## src/hdl/tcce_pkg.sv

```systemverilog
package tcce_pkg;

    // Cell store geometry. The stored dimensions are powers of two, so a cell
    // address is the row number over the column number.
    localparam int STORED_ROWS = 32;
    localparam int STORED_COLS = 128;
    localparam int TEXT_ROWS   = 30;
    localparam int TEXT_COLS   = 80;

    localparam int CELL_COUNT = STORED_ROWS * STORED_COLS;
    localparam int ADDR_W     = $clog2(CELL_COUNT);
    localparam int CNT_W      = ADDR_W + 1;
    localparam int COL_SH     = $clog2(STORED_COLS);

    // Field widths of the request and result payloads.
    localparam int CMD_W    = 2;
    localparam int CHAR_W   = 8;
    localparam int COLOR_W  = 12;
    localparam int ROW_W    = 5;
    localparam int COL_W    = 7;
    localparam int RATE_W   = 8;
    localparam int CURSOR_W = 24;
    localparam int CELL_W   = 32;

    // Newline on this row scrolls the text area instead of moving down.
    localparam int SCROLL_ROW   = TEXT_ROWS - 2;
    localparam int SCROLL_CELLS = SCROLL_ROW * STORED_COLS;

    // Tab stops fall on multiples of this width.
    localparam int TAB_STOP = 4;
    localparam int TAB_AW   = $clog2(TAB_STOP);

    // Depth of the queue between the front and the back.
    localparam int Q_DEPTH = 4;
    localparam int Q_AW    = $clog2(Q_DEPTH);

    localparam logic [CELL_W-1:0] BLANK_CELL = 32'h000f_ff00;

    // Command codes.
    localparam logic [CMD_W-1:0] CMD_PUT   = 2'd0;
    localparam logic [CMD_W-1:0] CMD_CLEAR = 2'd1;
    localparam logic [CMD_W-1:0] CMD_READ  = 2'd2;

    // Control characters.
    localparam logic [CHAR_W-1:0] CHAR_TAB = 8'h09;
    localparam logic [CHAR_W-1:0] CHAR_LF  = 8'h0a;
    localparam logic [CHAR_W-1:0] CHAR_CR  = 8'h0d;

    typedef logic [ADDR_W-1:0] addr_t;
    typedef logic [CNT_W-1:0]  cnt_t;

    typedef struct packed {
        logic [CMD_W-1:0]   cmd;
        logic [CHAR_W-1:0]  char_code;
        logic [COLOR_W-1:0] fg_color;
        logic [COLOR_W-1:0] bg_color;
        logic [ROW_W-1:0]   clear_rows;
        logic [ROW_W-1:0]   read_row;
        logic [COL_W-1:0]   read_col;
    } in_t;

    typedef struct packed {
        logic [ROW_W-1:0]    cursor_row_out;
        logic [COL_W-1:0]    cursor_col_out;
        logic [CURSOR_W-1:0] cursor_word;
        logic [CELL_W-1:0]   cell_word;
    } out_t;

    // Operation classes that the front hands to the back.
    typedef enum logic [2:0] {
        OP_NOP,
        OP_PUTC,
        OP_NEWLINE,
        OP_TAB,
        OP_CLEAR,
        OP_READ
    } op_kind_t;

    typedef struct packed {
        op_kind_t           kind;
        logic [CHAR_W-1:0]  char_code;
        logic [COLOR_W-1:0] fg_color;
        logic [COLOR_W-1:0] bg_color;
        logic [ROW_W-1:0]   clear_rows;
        addr_t              read_addr;
    } op_t;

    // Address of the cell at a row and column, both wrapped to the store.
    function automatic addr_t cell_addr(input logic [ROW_W-1:0] row,
                                        input logic [COL_W-1:0] col);
        addr_t r_part;
        addr_t c_part;
        r_part = ADDR_W'((row % STORED_ROWS) * STORED_COLS);
        c_part = ADDR_W'(col % STORED_COLS);
        return r_part + c_part;
    endfunction

endpackage

```

## src/hdl/tcce_queue.sv

```systemverilog
module tcce_queue (
    input  logic           clk,
    input  logic           rst_n,
    input  logic           push_valid,
    output logic           push_ready,
    input  tcce_pkg::op_t  push_op,
    output logic           pop_valid,
    input  logic           pop_ready,
    output tcce_pkg::op_t  pop_op
);

    tcce_pkg::op_t                entry_reg [tcce_pkg::Q_DEPTH];
    logic [tcce_pkg::Q_AW:0]      wr_ptr_reg;
    logic [tcce_pkg::Q_AW:0]      wr_ptr_next;
    logic [tcce_pkg::Q_AW:0]      rd_ptr_reg;
    logic [tcce_pkg::Q_AW:0]      rd_ptr_next;
    logic                         full;
    logic                         empty;
    logic                         push;
    logic                         pop;

    // The extra pointer bit tells a full queue from an empty one.
    assign empty = (wr_ptr_reg == rd_ptr_reg);
    assign full  = (wr_ptr_reg[tcce_pkg::Q_AW] != rd_ptr_reg[tcce_pkg::Q_AW]) &&
                   (wr_ptr_reg[tcce_pkg::Q_AW-1:0] == rd_ptr_reg[tcce_pkg::Q_AW-1:0]);

    assign push_ready = !full;
    assign pop_valid  = !empty;
    assign push       = push_valid && !full;
    assign pop        = pop_ready && !empty;
    assign pop_op     = entry_reg[rd_ptr_reg[tcce_pkg::Q_AW-1:0]];

    // Advance the pointers on each transfer.
    always_comb
    begin
        wr_ptr_next = wr_ptr_reg;
        rd_ptr_next = rd_ptr_reg;
        if (push)
        begin
            wr_ptr_next = wr_ptr_reg + 1'b1;
        end
        if (pop)
        begin
            rd_ptr_next = rd_ptr_reg + 1'b1;
        end
    end

    always_ff @(posedge clk or negedge rst_n)
    begin
        if (!rst_n)
        begin
            wr_ptr_reg <= '0;
            rd_ptr_reg <= '0;
        end
        else
        begin
            wr_ptr_reg <= wr_ptr_next;
            rd_ptr_reg <= rd_ptr_next;
        end
    end

    // Entry storage.
    always_ff @(posedge clk)
    begin
        if (push)
        begin
            entry_reg[wr_ptr_reg[tcce_pkg::Q_AW-1:0]] <= push_op;
        end
    end

endmodule

```

## config.mk

```make
export PLATFORM = sky130hd
export DESIGN_NAME = tcce_queue
export DESIGN_NICKNAME = d
export VERILOG_FILES = /design/src/hdl/tcce_pkg.sv /design/src/hdl/tcce_queue.sv
export SDC_FILE = /design/constraint.sdc
export NUM_CORES = 1
export LEC_CHECK = 0
export ABC_AREA = 0
export BUFFER_PORTS_ARGS = -buffer_cell sky130_fd_sc_hd__buf_2
export CELL_PAD_IN_SITES_DETAIL_PLACEMENT = 0
export CELL_PAD_IN_SITES_GLOBAL_PLACEMENT = 2
export CORE_ASPECT_RATIO = 0.8
export CORE_MARGIN = 2
export CORE_UTILIZATION = 46
export CTS_BUF_LIST = sky130_fd_sc_hd__clkbuf_8
export CTS_CLUSTER_SIZE = 24
export DETAILED_ROUTE_END_ITERATION = 12
export PLACE_DENSITY_LB_ADDON = 0.08
export SETUP_SLACK_MARGIN = 0.5
export SYNTH_ARGS = -nofsm -noshare
export SYNTH_HDL_FRONTEND = slang
export SYNTH_SLANG_ARGS = --single-unit
```

## constraint.sdc

```tcl
create_clock -name clk -period 3.8 [get_ports clk]
set_clock_uncertainty 0.2 [all_clocks]
set_input_delay 0.76 -clock clk [delete_from_list [all_inputs] [get_ports clk]]
set_output_delay 0.76 -clock clk [all_outputs]
set_load 0.05 [all_outputs]
```

==> qor.yml <==
power.density_mw_per_mm2: 883
wl_per_cell_um: 20.0
worstPathCellList: "buf_4 > mux4_2 > buf_2"
synth_nets: 379
cp_top_family: "buffers and inverters"
synth_largest_area_cell: "edfxtp_1"
cts_buffers: 35
io_pins: 110
ys_seq_area_share_pct: 80.3
r2r_slack_ns: 1.36
dieWidth_um: 151
netlist.area_leader.share_pct: 78.5
dieArea_sq_mm: 0.0184
final_hold_viol_count: 0
root_buffer: "clkbuf_8"
crit_path_start_kind: "flop"
hpwl_mm: 8.58
maxCapViolCount: 0
syn_avg_cell_area_sq_um: 25.0
critPathMaxFanout: 27
syn_inst: 318
seq_power_share_pct: 39.1
switchingPower_mw: 3.29
grt_max_degree: 40
hold_class: "in2reg"
synth_edf_count: 208
setup_tns_ns: 0
status: "finished clean"
drc: 0
largest_reg_flops: 208
grt_pass1_vias: 3994
setup_violations: 0
yosys-top-cells-area: "edfxtp_1 78%, mux4_2 15%, dfrtp_1 1.9%, ha_1 0.79%, buf_4 0.57%"
grt_setup_unrepaired: "no"
drive_gt1_share_pct: 46.1
worst_path_largest_cell_delay_ns: 0.50
critPathSlowestCell: "dfrtp_2"
nets: 532
core_sq_mm: 0.0168
leakagePower_nw: 3.31
max_freq_mhz: 330
gp_congestion: 0.701
start_util_pct: 47.5
drt_iter0_drc: 226
grt_usage_pct: 16.2
fin_crit_ns: 3.03
synth_seq_cells: 214
slew_headroom_pct: 69.1
dpl_cell_area_sq_mm: 0.00886
synth_async_sr_flop_share_pct: 2.80
ys_warn_count: 0
required_ns: 2.84
hp-start: "push_op[32]"
slew_viol_final: 0
fin_area_sq_mm: 0.00953
clkSlewWorstSetupHoldPaths_ns: 0.06
share_comb_of_total_power_pct: 40.6
clock-sinks: 214
clk_latency_ns: 0.49
crit_path_start: "rd_ptr_reg[1]"
overflow: 0
post_drt_via_cell_ratio: 5.21
synth_flop_cell: "edfxtp_1"
grt_pass1_wl_mm: 21.9
vias: 3724
r2r-start: "rd_ptr_reg[0]"
tightest_slew_ns: 0.463
cts.path.max_buffers: 3
total_power_mw: 8.42
yosys-top-cells-count: "208 x edfxtp_1, 52 x mux4_2, 6 x buf_2, 6 x buf_4, 6 x dfrtp_1"
power.internal_mw: 5.13
synthMostInstantiatedCell: "edfxtp_1"
finalCritPeriodShare_pct: 79.7
antenna_found_initial: 3
ant_nets: 0
die-height_um: 122
wirelength_mm: 14.3
ys_types: 22
htreeDepth: 2
cts_tree: "yes"
arrival_ns: 2.07
num_rows: 42
port_buffers: 109
netlist_area_sq_mm: 0.00796
drt-pass1-iter-count: 6
cp_num_buf_inv: 2
crit_type: "reg2out"
p_clk_share_pct: 20.3
ir_drop_mv: 0.512
worstSetupEndpointType: "output port"
areaGrowthSynthToFinish_pct: 19.7
swShare_pct: 39.1
placed cells by master, fill, tap and decap left out:
master	netlist	routed
buf_12	0	4
and3_2	0	3
dfrtp_1	6	4
xnor2_2	1	1
clkbuf_8	0	38
a211oi_1	2	2
dfrtp_2	0	1
clkinv_1	0	8
xnor2_1	4	4
inv_1	3	13
xor2_2	1	1
mux4_2	52	52
nand2b_1	2	2
o31ai_1	4	4
diode_2	0	3
mux2i_1	1	1
a31oi_1	1	1
nand2_1	2	2
nand3_1	2	2
buf_4	6	13
dfrtp_4	0	1
edfxtp_1	208	208
xor2_1	3	3
a21oi_1	4	4
clkinv_2	0	2
o311ai_0	1	1
buf_2	6	109
buf_6	0	1
a31oi_4	0	1
dlygate4sd3_1	0	1
ha_1	5	5
cell families (layout without fill, tap and decap cells):
family | count (synthesis) | after routing | share of synthesized area (%)
AOI/OAI and AO/OA | 13 | 13 | 1.16
xor gates and xnor gates | 9 | 9 | 1.18
adders and majority gates | 5 | 5 | 0.786
buffers and inverters | 15 | 189 | 1.08
DFF | 214 | 214 | 80.3
muxes | 53 | 53 | 14.8
other | 0 | 3 | 0
and+or+nand+nor | 9 | 9 | 0.613
per-layer routing:
metal	vias up	wire length, um	track usage, %
met1	1919	6220	21.4
met4	0	236	5.20
li1	1674	-	-
met2	105	6710	25.5
met3	26	1160	5.88
met5	-	0	0
timing repair:
action                     in CTS  in global routing
hold endpoints to repair        6                  0
buffers inserted                0                  7
setup endpoints to repair      16                  3
hold buffers                    1                  0
resized for setup               1                  0
power groups by stage:
| stage | registers [mW] | clock network, mW | logic (mW) |
|---|---|---|---|
| floorplan | 3.31 | 0 | 2.66 |
| global placement | 3.37 | 0 | 3.38 |
| detailed placement | 3.39 | 0 | 3.38 |
| CTS | 3.34 | 1.77 | 3.39 |
| global route | 3.34 | 1.88 | 3.63 |
| finish | 3.29 | 1.71 | 3.42 |
metrics by stage:
step / hold slack, ns / std cells / setup WS, ns / util, %
floorplan: 0.264 / 318 / 0.655 / -
global placement: 0.357 / 646 / 1.01 / 52.8
detailed placement: 0.388 / 646 / 1.01 / 52.8
CTS: 0.250 / 705 / 0.555 / 56.5
global route: 0.260 / 712 / 0.658 / 56.8
finish: 0.283 / 715 / 0.771 / 56.9
area by class of cell:
cell class	instances	area, sq um
multi-input cells	89	1490
flip-flops and latches	214	6400
fillers	1263	7230
clock buffers	38	523
inverters	3	11.3
diodes	3	7.51
clock inverters	20	77.6
repair buffers	128	744
well taps	220	275
final timing paths:
kind / end / cells past startpoint
worst max-delay path: pop_op[22] / 3
worst min-delay path: entry_reg[3][32] / 1
worst max register to register: entry_reg[1][18] / 5
worst min register to register: rd_ptr_reg[2] / 1
max in group asynchronous: rd_ptr_reg[0] / 2
min in group asynchronous: rd_ptr_reg[0] / 2
Note: power is estimated with default switching activity, not from simulation.
