**src/hdl/tcce_pkg.sv**
```systemverilog
package tcce_pkg;

    // Cell store geometry. The stored dimensions are powers of two, so a cell
    // address is the row number over the column number.
    localparam int STORED_ROWS = 32;
    localparam int STORED_COLS = 128;
    localparam int TEXT_ROWS   = 30;
    localparam int TEXT_COLS   = 80;

    localparam int CELL_COUNT = STORED_ROWS * STORED_COLS;
    localparam int ADDR_W     = $clog2(CELL_COUNT);
    localparam int CNT_W      = ADDR_W + 1;
    localparam int COL_SH     = $clog2(STORED_COLS);

    // Field widths of the request and result payloads.
    localparam int CMD_W    = 2;
    localparam int CHAR_W   = 8;
    localparam int COLOR_W  = 12;
    localparam int ROW_W    = 5;
    localparam int COL_W    = 7;
    localparam int RATE_W   = 8;
    localparam int CURSOR_W = 24;
    localparam int CELL_W   = 32;

    // Newline on this row scrolls the text area instead of moving down.
    localparam int SCROLL_ROW   = TEXT_ROWS - 2;
    localparam int SCROLL_CELLS = SCROLL_ROW * STORED_COLS;

    // Tab stops fall on multiples of this width.
    localparam int TAB_STOP = 4;
    localparam int TAB_AW   = $clog2(TAB_STOP);

    // Depth of the queue between the front and the back.
    localparam int Q_DEPTH = 4;
    localparam int Q_AW    = $clog2(Q_DEPTH);

    localparam logic [CELL_W-1:0] BLANK_CELL = 32'h000f_ff00;

    // Command codes.
    localparam logic [CMD_W-1:0] CMD_PUT   = 2'd0;
    localparam logic [CMD_W-1:0] CMD_CLEAR = 2'd1;
    localparam logic [CMD_W-1:0] CMD_READ  = 2'd2;

    // Control characters.
    localparam logic [CHAR_W-1:0] CHAR_TAB = 8'h09;
    localparam logic [CHAR_W-1:0] CHAR_LF  = 8'h0a;
    localparam logic [CHAR_W-1:0] CHAR_CR  = 8'h0d;

    typedef logic [ADDR_W-1:0] addr_t;
    typedef logic [CNT_W-1:0]  cnt_t;

    typedef struct packed {
        logic [CMD_W-1:0]   cmd;
        logic [CHAR_W-1:0]  char_code;
        logic [COLOR_W-1:0] fg_color;
        logic [COLOR_W-1:0] bg_color;
        logic [ROW_W-1:0]   clear_rows;
        logic [ROW_W-1:0]   read_row;
        logic [COL_W-1:0]   read_col;
    } in_t;

    typedef struct packed {
        logic [ROW_W-1:0]    cursor_row_out;
        logic [COL_W-1:0]    cursor_col_out;
        logic [CURSOR_W-1:0] cursor_word;
        logic [CELL_W-1:0]   cell_word;
    } out_t;

    // Operation classes that the front hands to the back.
    typedef enum logic [2:0] {
        OP_NOP,
        OP_PUTC,
        OP_NEWLINE,
        OP_TAB,
        OP_CLEAR,
        OP_READ
    } op_kind_t;

    typedef struct packed {
        op_kind_t           kind;
        logic [CHAR_W-1:0]  char_code;
        logic [COLOR_W-1:0] fg_color;
        logic [COLOR_W-1:0] bg_color;
        logic [ROW_W-1:0]   clear_rows;
        addr_t              read_addr;
    } op_t;

    // Address of the cell at a row and column, both wrapped to the store.
    function automatic addr_t cell_addr(input logic [ROW_W-1:0] row,
                                        input logic [COL_W-1:0] col);
        addr_t r_part;
        addr_t c_part;
        r_part = ADDR_W'((row % STORED_ROWS) * STORED_COLS);
        c_part = ADDR_W'(col % STORED_COLS);
        return r_part + c_part;
    endfunction

endpackage

```
**src/hdl/tcce_front.sv**
```systemverilog
module tcce_front (
    input  logic           clk,
    input  logic           rst_n,
    input  logic           in_valid,
    output logic           in_stall,
    input  tcce_pkg::in_t  in_data,
    input  logic           init_busy,
    output logic           push_valid,
    input  logic           push_ready,
    output tcce_pkg::op_t  push_op
);

    logic          op_valid_reg;
    logic          op_valid_next;
    tcce_pkg::op_t op_reg;
    tcce_pkg::op_t op_next;
    logic          accept;
    logic          push;

    // Sort a request into the operation class that the back carries out.
    function automatic tcce_pkg::op_kind_t classify(input tcce_pkg::in_t req);
        tcce_pkg::op_kind_t kind;
        kind = tcce_pkg::OP_NOP;
        priority if (req.cmd == tcce_pkg::CMD_PUT)
        begin
            priority if (req.char_code == tcce_pkg::CHAR_CR)
                kind = tcce_pkg::OP_NOP;
            else if (req.char_code == tcce_pkg::CHAR_LF)
                kind = tcce_pkg::OP_NEWLINE;
            else if (req.char_code == tcce_pkg::CHAR_TAB)
                kind = tcce_pkg::OP_TAB;
            else
                kind = tcce_pkg::OP_PUTC;
        end
        else if (req.cmd == tcce_pkg::CMD_CLEAR)
            kind = tcce_pkg::OP_CLEAR;
        else if (req.cmd == tcce_pkg::CMD_READ)
            kind = tcce_pkg::OP_READ;
        else
            kind = tcce_pkg::OP_NOP;
        return kind;
    endfunction

    // The holding register frees up whenever its operation enters the queue.
    assign push       = op_valid_reg && push_ready;
    assign in_stall   = init_busy || (op_valid_reg && !push_ready);
    assign accept     = in_valid && !in_stall;
    assign push_valid = op_valid_reg;
    assign push_op    = op_reg;

    // Build the operation record for an accepted request.
    always_comb
    begin
        op_valid_next = op_valid_reg;
        op_next       = op_reg;
        if (push)
        begin
            op_valid_next = 1'b0;
        end
        if (accept)
        begin
            op_valid_next     = 1'b1;
            op_next.kind       = classify(in_data);
            op_next.char_code  = in_data.char_code;
            op_next.fg_color   = in_data.fg_color;
            op_next.bg_color   = in_data.bg_color;
            op_next.clear_rows = in_data.clear_rows;
            op_next.read_addr  = tcce_pkg::cell_addr(in_data.read_row, in_data.read_col);
        end
    end

    always_ff @(posedge clk or negedge rst_n)
    begin
        if (!rst_n)
        begin
            op_valid_reg <= 1'b0;
        end
        else
        begin
            op_valid_reg <= op_valid_next;
        end
    end

    // The operation payload needs no reset.
    always_ff @(posedge clk)
    begin
        op_reg <= op_next;
    end

endmodule

```
**config.mk**
```make
export PLATFORM = sky130hd
export DESIGN_NAME = tcce_front
export DESIGN_NICKNAME = d
export VERILOG_FILES = /design/src/hdl/tcce_pkg.sv /design/src/hdl/tcce_front.sv
export SDC_FILE = /design/constraint.sdc
export NUM_CORES = 1
export LEC_CHECK = 0
export BUFFER_PORTS_ARGS = -buffer_cell sky130_fd_sc_hd__buf_2
export CAP_MARGIN = 20
export CORE_ASPECT_RATIO = 0.8
export CORE_MARGIN = 2
export CORE_UTILIZATION = 41
export DETAILED_ROUTE_END_ITERATION = 8
export PLACE_DENSITY = 0.82
export SETUP_SLACK_MARGIN = 0.05
export SLEW_MARGIN = 20
export SYNTH_ARGS = -nofsm -noshare
export SYNTH_HDL_FRONTEND = slang
export SYNTH_SLANG_ARGS = --single-unit
export TNS_END_PERCENT = 1
```
**constraint.sdc**
```tcl
create_clock -name clk -period 6.2 [get_ports clk]
set_input_delay 0 -clock clk [delete_from_list [all_inputs] [get_ports clk]]
set_output_delay 0 -clock clk [all_outputs]
set_load 0.02 [all_outputs]
```
==> results.yml, run 1 <==
clock_tree:
  cts_buffers: 5
  insertion_delay_ps: 300
  cts_root_buffer: "clkbuf_8"
  clockBufferDepth: 2
  htree_levels: 2
  clk_pin_slew_worst_paths_ps: 90
  clock_sinks: 53
  cts_tree: "built"
  cts_resized: 0
timing:
  worst_pin_slew_ps: 630
  setup_viol: 0
  relSlewSlack: 0.580
  report.final.hold_viol_count: 0
  whs_ps: 16.8
  finClkSkew_ps: 8.21
  post-route-period-util: 0.259
  rsz0062_at_grt: "false"
  slew_violations: 0
  period_minus_slack_ps: 1600
  setup_tns_ps: 0
  max_freq_mhz: 623
floorplan:
  io_pins: 110
  core_area_um2: 4100
  die-height_um: 62.0
  die_w_um: 76.5
  die_area_um2: 4740
  start_util: 0.420
  rows: 21
critical_path:
  startpoint: "push_valid"
  endpoint_kind: "flip-flop"
  required_ps: 6140
  ff2ff_setup_slack_ps: 4600
  r2r_cells: 3
  crit_path_end: "push_op[8]"
  crit_path_max_fanout: 52
  reg2reg_to: "push_op[8]"
  reg2reg_from: "push_valid"
  critical_path_class: "flip-flop to flip-flop"
  worstPathArrival_ps: 1550
  startpoint_type: "flip-flop"
hold_path:
  hold_path_class: "primary input to flip-flop"
place:
  io_buffers: 109
  placedCellCount: 238
  place.gp.congestion: 0.740
  dp.final_hpwl_mm: 2.39
power:
  power.density_nw_per_um2: 249
  peakVddDrop_uv: 219
  p_leak_nw: 1.27
status:
  run_status: "finished clean"
layout:
  area_growth_pct: 74.3
  stdcell_count: 299
  seq_area_um2: 1590
  layout_commonest_cell: "buf_2"
  diodes: 0
  layout-drive-gt1-share: 0.500
  utilization: 0.733
  multi_input_area_um2: 130
  fill_cells: 255
  final_cell_mix: "109 x buf_2, 53 x dlygate4sd3_1, 52 x edfxtp_1"
  fin_nets: 299
drt:
  first_iter_violations: 41
  via_per_inst: 4.28
  drtPass1Iterations: 4
  post-route-drc-count: 0
  postRouteAntennaNets: 0
  dr_total_vias: 1279
  drt_wl_total_mm: 4.52
  wl_per_cell_um: 15.1
synthesis:
  synth_cell_types: 14
  yosys_warnings: 0
  synth_nets: 129
  ys_seq_area_frac: 0.921
  netlist_instances: 71
  ys_ff_latch: 53
  syn-cell-area_um2: 1720
  synth_area_per_cell_um2: 24.3
grt:
  grt_pass1_vias: 1324
  grt_max_degree: 53
  antenna_found_initial: 0
  overflow: 0
  grt.total_usage: 0.193
  grt_first_pass_wirelength_mm: 6.60
job:
  cap_violations: 0
==> critical path: stages, from the launching register on <==
cell,delay [ps]
dfrtp_1,390
nand2b_1,110
nor3b_2,170
buf_4,550
==> report_power, final <==
group	total, W	internal, W	switching, W
clock network	0.000239	0.000131	0.000107
logic	0.0000935	0.0000472	0.0000462
registers	0.000416	0.000412	0.00000389
==> routing by layer <==
| layer | vias to the layer above | global-route usage | part of all wire |
|---|---|---|---|
| met3 | 8 | 0.0694 | 0.082 |
| met5 | - | 0 | 0 |
| met4 | 0 | 0.0779 | 0.016 |
| li1 | 614 | - | - |
| met1 | 587 | 0.204 | 0.37 |
| met2 | 70 | 0.369 | 0.53 |
==> through the flow <==
stage | worst slack [ps] | cell area [um^2] | power (W)
6_report | 4600 | 3000 | 0.000748
5_1_grt | 4470 | 3000 | 0.000771
4_1_cts | 4620 | 2990 | 0.000748
3_5_place_dp | 4630 | 2350 | 0.000489
3_3_place_gp | 4690 | 2350 | 0.000487
2_1_floorplan | 1290 | 1720 | 0.000456
==> worst min-delay path by stage <==
stage | to | from | depth (start not counted) | slack [ps]
after global placement | push_valid | rst_n | 1 | -230
after detailed placement | push_valid | rst_n | 1 | -220
final | push_valid | push_ready | 3 | 20
after floorplan | push_valid | rst_n | 0 | -300
after CTS | push_valid | in_valid | 3 | 20
after global routing | push_valid | push_ready | 3 | 40
==> cells in the mapped netlist <==
cell type	instances	area [um^2]
nor3b_1	2	15.0
o21ai_0	1	5.00
ha_1	2	25.0
nor2b_1	2	12.5
a21oi_1	1	5.00
nand2b_1	2	12.5
xnor2_1	1	8.76
dfrtp_1	1	25.0
inv_1	3	11.3
nor3_2	1	10.0
nor4b_2	1	15.0
o22a_1	1	8.76
nand3b_1	1	7.51
edfxtp_1	52	1560
==> registers in the layout, summed over array words and instances, names as in the netlist <==
| register | cells |
|---|---|
| push_op | 52 |
| push_valid | 1 |
==> cell type report <==
type | count | area share
multi-input cells | 15 | 0.0433
flip-flops and latches | 53 | 0.528
clock inverters | 2 | 0.0125
inverters | 3 | 0.00375
repair buffers | 163 | 0.361
clock buffers | 6 | 0.0275
well taps | 57 | 0.0237
==> timing repair <==
item                                   4_1_cts  5_1_grt
buffers inserted                             0        0
hold buffers                                52        1
endpoints found under the hold margin       51        1
==> cell families after synthesis <==
kind of cell | synth area share
AOI/OAI and AO/OA | 0.0109
xor gates and xnor gates | 0.00508
adders and majority gates | 0.0145
buffers and inverters | 0.00654
DFF | 0.921
and+or+nand+nor | 0.0421
Power figures use the tool's default switching activity.
==> run 2: changes to the inputs <==
--- a/config.mk
+++ b/config.mk
@@ -9,9 +9,9 @@
 export CAP_MARGIN = 20
 export CORE_ASPECT_RATIO = 0.8
 export CORE_MARGIN = 2
-export CORE_UTILIZATION = 41
+export CORE_UTILIZATION = 37
 export DETAILED_ROUTE_END_ITERATION = 8
-export PLACE_DENSITY = 0.82
+export PLACE_DENSITY = 0.78
 export SETUP_SLACK_MARGIN = 0.05
 export SLEW_MARGIN = 20
 export SYNTH_ARGS = -nofsm -noshare
==> constraint.sdc (replaced) <==
create_clock -name clk -period 1.4 [get_ports clk]
set_input_delay 0 -clock clk [delete_from_list [all_inputs] [get_ports clk]]
set_output_delay 0 -clock clk [all_outputs]
set_load 0.02 [all_outputs]
==> run 2 against run 1 <==
Net effect: setup slack got worse by 4500 ps; worst hold slack improved by 4.0 ps; die area rose by 10%; sequential power rose to 4.4 times the previous value; clock skew fell by 1.8 ps; clock power rose to 3.3 times the previous value; non-clock buffer count did not move; sequential cell count did not move; core utilization fell by 7.4 points; clock-buffer cell count did not move; maximum frequency rose by 21%; critical path depth did not move; largest power group unchanged.
==> results.yml, run 2 (synthesis gave the netlist of run 1 again) <==
power:
  peakVddDrop_uv: 767
  power.density_nw_per_um2: 1020
  p_leak_nw: 1.26
floorplan:
  start_util: 0.379
  die-height_um: 65.0
  die_area_um2: 5220
  die_w_um: 80.3
  io_pins: 110
  rows: 22
  core_area_um2: 4540
drt:
  post-route-drc-count: 0
  drtPass1Iterations: 3
  via_per_inst: 4.23
  first_iter_violations: 46
  postRouteAntennaNets: 0
  drt_wl_total_mm: 4.10
  wl_per_cell_um: 13.6
  dr_total_vias: 1276
layout:
  stdcell_count: 302
  final_cell_mix: "109 x buf_2, 52 x dlygate4sd3_1, 52 x edfxtp_1"
  largest_register_ffs: 52
  fin_nets: 299
  fill_cells: 317
  layout-drive-gt1-share: 0.504
  layout_commonest_cell: "buf_2"
  diodes: 0
  area_growth_pct: 73.6
timing:
  post-route-period-util: 0.951
  finClkSkew_ps: 6.36
  period_minus_slack_ps: 1330
  setup_tns_ps: 0
  max_freq_mhz: 751
  worst_pin_slew_ps: 238
  setup_viol: 0
  report.final.hold_viol_count: 0
  rsz0062_at_grt: "true"
  relSlewSlack: 0.841
  slew_violations: 0
critical_path:
  worst_path_max_delay_cell: "dfrtp_2"
  crit_path_end: "push_op[46]"
  required_ps: 1400
  worstPathArrival_ps: 1330
  cp_slowest_stage_delay_ps: 410
  path_cells: "nand2b_1 -> nor3b_4 -> buf_12"
  r2r_cells: 3
  crit_path_max_fanout: 34
  endpoint_kind: "flip-flop"
  reg2reg_from: "push_valid"
  startpoint: "push_valid"
  critical_path_class: "flip-flop to flip-flop"
  startpoint_type: "flip-flop"
  ff2ff_setup_slack_ps: 70
  reg2reg_to: "push_op[46]"
grt:
  grt.total_usage: 0.169
  grt_pass1_vias: 1390
  overflow: 0
  grt_max_degree: 35
  antenna_found_initial: 0
  grt_first_pass_wirelength_mm: 6.43
job:
  cap_violations: 0
status:
  run_status: "finished clean"
clock_tree:
  clockBufferDepth: 2
  post_cts_buffers: 0
  clock_sinks: 53
  cts_root_buffer: "clkbuf_8"
  cts_tree: "built"
  cts_buffers: 5
  clk_pin_slew_worst_paths_ps: 80
  htree_levels: 2
  insertion_delay_ps: 300
place:
  placedCellCount: 242
  place.gp.congestion: 0.740
  io_buffers: 109
  dp.final_hpwl_mm: 2.56
hold_path:
  hold_path_class: "primary input to flip-flop"
==> run 2: cell count changes in the layout (fill, tap and decap cells not counted) <==
| cell | change |
|---|---|
| clkinv_2 | +2 |
| buf_12 | +1 |
| buf_4 | -1 |
| buf_6 | +1 |
| bufinv_16 | -1 |
| clkbuf_1 | +1 |
| clkbuf_8 | -1 |
| clkinvlp_4 | -1 |
| dfrtp_1 | -1 |
| dfrtp_2 | +1 |
| dlygate4sd3_1 | -1 |
| nor3b_2 | -1 |
| nor3b_4 | +1 |
==> run 2: repair_timing <==
action / in CTS / in global routing
endpoints found under the hold margin: 51 / 0
cloned: 0 / 0
hold buffers: 52 / 0
setup endpoints to repair: 18 / 52
gates resized for setup: 1 / 0
==> run 2: area by class of cell <==
class                      count  area, um^2  share of cell area
multi-input combinational     15         136              0.0456
timing repair buffer         163        1100               0.367
inverter                       3        11.3             0.00377
tap                           60        75.1              0.0251
sequential                    53        1590               0.531
clock buffer                   6        72.6              0.0243
clock inverter                 2        10.0             0.00335
==> run 2: worst max-delay path, delay by kind of cell, from the launching register on <==
kind          cells  cell delay, ps
flops             1             410
simple gates      2             370
buf+inv           1             250
==> run 2: how the worst min path moves through the flow <==
stage / from / to / slack, ps / cells past startpoint
3_5_place_dp: rst_n / push_valid / -220 / 1
6_report: in_valid / push_valid / 20 / 3
4_1_cts: in_valid / push_valid / 10 / 3
3_3_place_gp: rst_n / push_valid / -220 / 1
5_1_grt: in_valid / push_valid / 30 / 3
2_1_floorplan: rst_n / push_valid / -300 / 0
==> run 2: per-layer routing <==
metal  wire length [um]  part of all wire  up-vias  global-route usage
met3                434              0.11        6              0.0724
li1                   -                 -      618                   -
met1               1540              0.38      589               0.191
met5                  0                 0        -                   0
met4                 54             0.013        0              0.0572
met2               2070              0.50       63               0.288
==> run 2: power breakdown <==
group,internal (W),switching (W)
combinational,0.000216,0.000203
clock,0.000347,0.000447
sequential,0.00182,0.0000155
==> run 2: per-stage QoR <==
step	setup WS (ps)	power, W	hold slack (ps)	instance area (um^2)	util
floorplan	-954	0.00202	-296	1740	-
global placement	81.0	0.00217	-224	2380	0.525
detailed placement	37.5	0.00218	-220	2380	0.525
CTS	54.5	0.00307	13.5	2990	0.658
global route	9.11	0.00319	26.1	2990	0.658
finish	68.1	0.00305	20.7	2990	0.658
